**src/hdl/e2q_pkg.sv**
```systemverilog
`default_nettype none
package e2q_pkg;

   localparam int ANGLE_BITS = 16;
   localparam int COMP_BITS  = 16;

   // quarter-turn argument, 2^23 stands for pi/2
   localparam int ARG_BITS   = 24;
   localparam int ARG_FRAC   = 23;
   localparam int MAG_BITS   = 31;   // Q30 magnitude incl. slight overshoot
   localparam int FRAC_BITS  = 30;
   localparam int SUM_BITS   = 34;
   localparam int OUT_SHIFT  = FRAC_BITS - (COMP_BITS - 1);

   localparam logic [ARG_BITS-1:0] QUARTER_TURN = ARG_BITS'(1) << ARG_FRAC;

   localparam logic [MAG_BITS-1:0] SIN_C1 = 31'd1686629713;
   localparam logic [MAG_BITS-1:0] SIN_C3 = 31'd693598668;
   localparam logic [MAG_BITS-1:0] SIN_C5 = 31'd85569305;
   localparam logic [MAG_BITS-1:0] SIN_C7 = 31'd5026996;
   localparam logic [MAG_BITS-1:0] SIN_C9 = 31'd172272;

   localparam int QDEPTH    = 4;
   localparam int QPTR_BITS = 2;

   typedef struct packed {
      logic [ARG_BITS-1:0] u_h;
      logic [ARG_BITS-1:0] u_p;
      logic [ARG_BITS-1:0] u_b;
      logic                neg_h;
      logic                neg_p;
      logic                neg_b;
      logic                dir;
   } item_type;

endpackage
`default_nettype wire

```
**src/hdl/e2q_front.sv**
```systemverilog
`default_nettype none
module e2q_front (
   input  wire logic                          clock,
   input  wire logic                          reset,
   input  wire logic                          req_tvalid,
   output logic                               req_tready,
   input  wire logic [47:0]                   req_tdata,
   input  wire logic                          dir,
   output logic                               q_valid,
   output e2q_pkg::item_type                  q_item,
   input  wire logic                          q_pop
);
   import e2q_pkg::*;

   item_type                  mem_ff [QDEPTH];
   logic [QPTR_BITS-1:0]      wr_ptr_ff, wr_ptr_in;
   logic [QPTR_BITS-1:0]      rd_ptr_ff, rd_ptr_in;
   logic [QPTR_BITS:0]        count_ff, count_in;
   item_type                  dec;
   logic                      push;

   function automatic logic [ARG_BITS:0] half_arg(input logic [ANGLE_BITS-1:0] a);
      logic [ANGLE_BITS-1:0] mag;
      logic [ARG_BITS-1:0]   u;
      mag = a[ANGLE_BITS-1] ? (~a + ANGLE_BITS'(1)) : a;
      u = ARG_BITS'(mag) << (ARG_BITS - ANGLE_BITS);
      return {a[ANGLE_BITS-1], u};
   endfunction

   always_comb begin
      logic [ARG_BITS:0] h, p, b;
      h = half_arg(req_tdata[ANGLE_BITS-1:0]);
      p = half_arg(req_tdata[2*ANGLE_BITS-1:ANGLE_BITS]);
      b = half_arg(req_tdata[3*ANGLE_BITS-1:2*ANGLE_BITS]);
      dec.u_h   = h[ARG_BITS-1:0];
      dec.neg_h = h[ARG_BITS];
      dec.u_p   = p[ARG_BITS-1:0];
      dec.neg_p = p[ARG_BITS];
      dec.u_b   = b[ARG_BITS-1:0];
      dec.neg_b = b[ARG_BITS];
      dec.dir   = dir;
   end

   assign req_tready = (count_ff != (QPTR_BITS+1)'(QDEPTH));
   assign push       = req_tvalid && req_tready;
   assign q_valid    = (count_ff != '0);
   assign q_item     = mem_ff[rd_ptr_ff];

   always_comb begin
      wr_ptr_in = push ? wr_ptr_ff + 1'b1 : wr_ptr_ff;
      rd_ptr_in = q_pop ? rd_ptr_ff + 1'b1 : rd_ptr_ff;
      count_in  = count_ff;
      if (push && !q_pop) begin
         count_in = count_ff + 1'b1;
      end else if (!push && q_pop) begin
         count_in = count_ff - 1'b1;
      end
   end

   always_ff @(posedge clock) begin
      if (reset) begin
         wr_ptr_ff <= '0;
         rd_ptr_ff <= '0;
         count_ff  <= '0;
      end else begin
         wr_ptr_ff <= wr_ptr_in;
         rd_ptr_ff <= rd_ptr_in;
         count_ff  <= count_in;
      end
   end

   always_ff @(posedge clock) begin
      if (push) begin
         mem_ff[wr_ptr_ff] <= dec;
      end
   end

   a_no_pop_empty: assert property (@(posedge clock) disable iff (reset)
      q_pop |-> count_ff != '0) else $error("pop from empty queue");
   a_count_max: assert property (@(posedge clock) disable iff (reset)
      count_ff <= (QPTR_BITS+1)'(QDEPTH)) else $error("queue overflow");
   a_count_step: assert property (@(posedge clock) disable iff (reset)
      (push && !q_pop) |=> count_ff == $past(count_ff) + 1'b1)
      else $error("queue count mismatch");

endmodule
`default_nettype wire

```
**config.mk**
```make
export PLATFORM = sky130hd
export DESIGN_NAME = e2q_front
export DESIGN_NICKNAME = d
export VERILOG_FILES = /design/src/hdl/e2q_pkg.sv /design/src/hdl/e2q_front.sv
export SDC_FILE = /design/constraint.sdc
export NUM_CORES = 1
export LEC_CHECK = 0
export ABC_AREA = 1
export BUFFER_PORTS_ARGS = -buffer_cell sky130_fd_sc_hd__buf_2
export CORE_ASPECT_RATIO = 0.8
export CORE_MARGIN = 3
export CORE_UTILIZATION = 53
export CTS_CLUSTER_DIAMETER = 40
export DETAILED_ROUTE_END_ITERATION = 10
export PLACE_DENSITY = 0.74
export SETUP_SLACK_MARGIN = 0.02
export SLEW_MARGIN = 10
export SYNTH_ARGS = -nofsm -noshare
export SYNTH_HDL_FRONTEND = slang
export SYNTH_SLANG_ARGS = --single-unit
```
**constraint.sdc**
```tcl
create_clock -name clock -period 9.21 [get_ports clock]
set_input_delay 2.3025 -clock clock [delete_from_list [all_inputs] [get_ports clock]]
set_output_delay 2.3025 -clock clock [all_outputs]
set_load 0.005 [all_outputs]
```
Word level (Yosys, flattened, before mapping)
Memories as Yosys holds them, arrays and structs flattened. A register that Yosys moved wholly into a read port is not among the register bits.
Index checks and enable logic that the tools add are counted.
Widths: inputs -> output; s select.
{ "op_classes": {"add_sub_neg": 7, "n_mul": 0, "n_div": 0, "order_cmp": 0, "n_eq_ne": 1, "shifts": 0, "muxes": 9, "bitwise_logic": 3, "n_reduce_logical": 7} }
{ "op_table": {"columns": ["operator", "count"], "rows": [
  ["$add 16x1->16 const B", 3],
  ["$mux 16", 3],
  ["$not 16->16", 3],
  ["$mux 3", 2],
  ["$add 2x1->2 const B", 2],
  ["$mux 2", 2],
  ["$add 3x1->3 const B", 1],
  ["$logic_and 1x1->1", 3],
  ["$ne 3x3->1 const B", 1],
  ["$reduce_bool 3->1", 1],
  ["$sub 3x1->3 const B", 1],
  ["$logic_not 1->1", 2],
  ["$mux 1", 2],
  ["$reduce_bool 2->1", 1]
]} }
{ "word_totals": {"reg_bits": 7, "latch_bits": 0, "ram_bits": 208, "mem_bits_ro": 0, "inputBits": 53, "output_inout_bits": 78, "word_cells": 31, "n_memories": 1} }
{ "memory_table": {"columns": ["name", "depth", "width", "rd", "rd_ports_with_merged_regs", "write_ports", "line_no", "rtl"], "rows": [
  ["mem_ff", 4, 52, 1, 1, 1, "e2q_front.sv:15", "item_type mem_ff [QDEPTH];"]
]} }

Depth between registers and ports, before layout
{ "logic_depth": {"ltp_word": 6, "mapped_depth": 12, "ltp_nobuf": 12} }

Least setup slack after synthesis
Ideal clock, no wire load.
{ "synth_timing": {"kind": "input port to flip-flop", "start": "in req_tvalid", "end": "mem mem_ff[0][0] (netlist name) (enable)", "setup_ns": 0.462, "arrival_ns": 4.652, "path_slack_ns": 4.096, "stages": 2, "cell_sequence": "nand2_1 nor2_1"} }
{ "synth_via": {"elab_chain_len": 3} }
{ "synth_lines": {"columns": ["element", "line_no", "rtl"], "rows": [
  ["start: declaration", "e2q_front.sv:5", "input wire logic req_tvalid,"],
  ["$logic_and 1x1->1", "e2q_front.sv:45", "assign push = req_tvalid && req_tready;"],
  ["$mux 1", "e2q_front.sv:73", "if (push) begin"],
  ["$mux 1 (not written as such)", "e2q_front.sv:74", "mem_ff[wr_ptr_ff] <= dec;"],
  ["end: declaration", "e2q_front.sv:15", null]
]} }
Every way passes these cells.

==> parameters.txt <==
Parameter                              Value

Timing
  Skew final    0.0160 ns
  Final sum of negative setup slack    0 ns
  Transition at the pin with the smallest max-transition slack    1.07 ns
  Final Hold Fails    0
  Slew margin rel.    0.286
  Worst setup margin    3.48 ns
  Final period utilization    0.622
  Setup repair after global routing missed its margin    false
  Worst hold slack    0.463 ns
  Time the final worst path needs with I/O delays and setup    5.73 ns
  Count of pins over their slew limit    0
  Final setup fails    0
  Achievable clock frequency    175 MHz

Drt
  Routed metal-1 wire length    9.16 mm
  Routed length per placed instance    17.0 um
  Via count of the routed design    6655
  Final wirelength    21.2 mm
  DR top layer    met5
  Pre-Repair DR Iteration Count    4
  Drt via density    5.36
  Remaining DRCs    0
  ANT nets after route    0
  Met3 routed WL    1.46 mm
  Number of DRC markers in iteration 0    417
  Routed met2 length    10.1 mm

Critical path
  Critical path arrival    3.43 ns
  Data required time at the worst endpoint    6.91 ns
  Series of cell instances along the critical path    buf_4 > inv_6 > buf_4 > o21ai_0 > o22ai_2 > buf_2
  Worst path buffer plus inverter count    4
  Type of the worst setup path    reg2out
  Most Frequent Cell on Critical Path    buf_4
  Critical-path maximum fanout    105
  Top delay family on crit path    buffers and inverters
  Critical Path Start Type    flop
  Cell type of the slowest stage on the worst timing path    buf_4
  Critical path endpoint category    output pin
  Delay of the slowest cell on the worst path    0.86 ns
  Startpoint of the worst-slack reg-to-reg timing path    count_ff[0]$_SDFFE_PP0P_

Floorplan
  Io pins    131
  Site row count    44
  Die Height    130 um
  Initial Util    0.549
  Area enclosed by the die boundary    0.0208 mm2
  Die Span X    161 um
  Core footprint    0.0184 mm2

Global routing
  Global-route wire length before repair    33.7 mm
  GRT Resource Usage Total    0.204
  GRT overflow    0
  Number of antenna violations at the first check in global routing    1
  Pin count of the biggest net entering global routing    106
  Number of global-route vias before repair    6473

Placement
  Post-DP HPWL    12.4 mm
  I/O Buffers    106
  Placed standard-cell area    0.0107 mm2
  Worst slack after detailed placement    4.03 ns
  RePlAce Congestion    0.815
  Dpl cells    1186

Clock network
  TritonCTS Buffers    30
  Post-CTS setup-driven buffer insertion count    0
  CTS tree    done
  Number of buffers inserted by hold repair at cts    0
  Clock tree root buffer cell    clkbuf_16
  Maximum level of the CTS H-tree    1
  Post-cts repair resize count    0
  Later-pin clock latency in the skew report    0.54 ns
  Reg clk slew, reported paths    0.06 ns
  Clock buffer depth    3
  CTS sink count    217

Min path
  Start point of the worst min-delay path    rd_ptr_ff[1]$_SDFFE_PP0P_
  Type of the worst min-delay path    reg2reg

Power
  Cell area power density    227 mW/mm2
  Largest voltage drop on the vdd net    0.119 mV
  Leak pwr    4.45 nW
  Power Total    2.67 mW

Finish
  Synth-to-Final Area Change    16.0%
  Final-layout fill cell count    1410
  Fraction of layout cells with a size suffix above 1    0.258
  Fin area    0.0117 mm2
  Area of the multi-input gates    0.00316 mm2
  Net total in the final layout    1027
  Number of antenna repair diodes    0
  Register Area    0.00643 mm2
  Post-route non-filler standard cell count    1242
  Final Core Density    0.637

Yosys
  Synthesized area per cell    11.8 um2
  Cell area after synthesis    0.0101 mm2
  Sequential area share after synthesis    0.635
  Register bit count reported by yosys    217
  Post-synthesis cell type count    29
  Synth Instances    859
  Ys Warns    0

Run status
  Outcome    finished clean

Job
  Number of violations of the max-capacitance limit    0
==> cell families (layout without fill, tap and decap cells) <==
kind of cell / after synthesis / after routing / synth area share
AND/OR/NAND/NOR: 319 / 319 / 0.156
adder cells (fa/ha/maj): 9 / 9 / 0.0119
AO/OA/AOI/OAI: 181 / 181 / 0.119
other: 1 / 24 / 0.000370
buffers and inverters: 117 / 224 / 0.0649
flip-flops: 217 / 217 / 0.635
XOR/XNOR: 15 / 15 / 0.0130
==> Yosys cell counts, drive strengths merged <==
cell,count,area share
clkbuf,15,0.0056
a21oi,6,0.0030
fa,1,0.0020
o21ai,123,0.061
xor2,3,0.0026
xnor2,12,0.010
nor2,153,0.086
nand3,27,0.013
inv,55,0.020
edfxtp,208,0.62
dfxtp,9,0.018
conb,1,0.00037
buf,47,0.039
nor3,2,0.00099
ha,8,0.0099
nand2,123,0.046
nand3b,9,0.0067
o22ai,52,0.055
nand4,5,0.0031
==> metal layers <==
layer	up-vias	global-route usage
met3	35	0.0361
met4	2	0.0566
met1	3195	0.277
met5	-	0
li1	3197	-
met2	226	0.344
==> area by class of cell <==
| type | instances | share of cell area |
|---|---|---|
| inverter | 55 | 0.0180 |
| clock inverter | 24 | 0.0243 |
| tap | 253 | 0.0270 |
| multi-input combinational | 548 | 0.269 |
| clock buffer | 32 | 0.0646 |
| sequential | 217 | 0.548 |
| timing repair buffer | 113 | 0.0497 |
==> sequential cells by signal, indices dropped and copies added (netlist names), named ones only <==
register	flops
count_ff	3
mem_ff	208
rd_ptr_ff	2
wr_ptr_ff	2
==> path summary, 6_finish.rpt <==
path                                                  end  slack [ns]  cells after the start
worst min register to register  rd_ptr_ff[1]$_SDFFE_PP0P_        0.46                      1
worst max-delay path                           q_item[24]        3.48                      6
worst max register to register    mem_ff[3][13]$_DFFE_PP_        7.07                      5
worst min-delay path            rd_ptr_ff[1]$_SDFFE_PP0P_        0.46                      1
==> power by group <==
part	switching [mW]	internal, mW	total [mW]
Sequential	0.0175	1.17	1.19
Combinational	0.212	0.105	0.318
Clock	0.457	0.705	1.16
Total	0.687	1.98	2.67
==> placed cells by master (no fill, tap or decap), drive strengths merged, types with 3 or more instances in the layout <==
master and instances:
edfxtp 208, o21ai 123, clkinv 8, bufinv 3, buf 113, nand2 123
dfxtp 9, xor2 3, conb 24, clkbuf 32, ha 8, nand3 27
inv 66, nand4 5, a21oi 6, nand3b 9, nor2 153, xnor2 12
o22ai 52
Note: power is estimated with default switching activity, not from simulation.
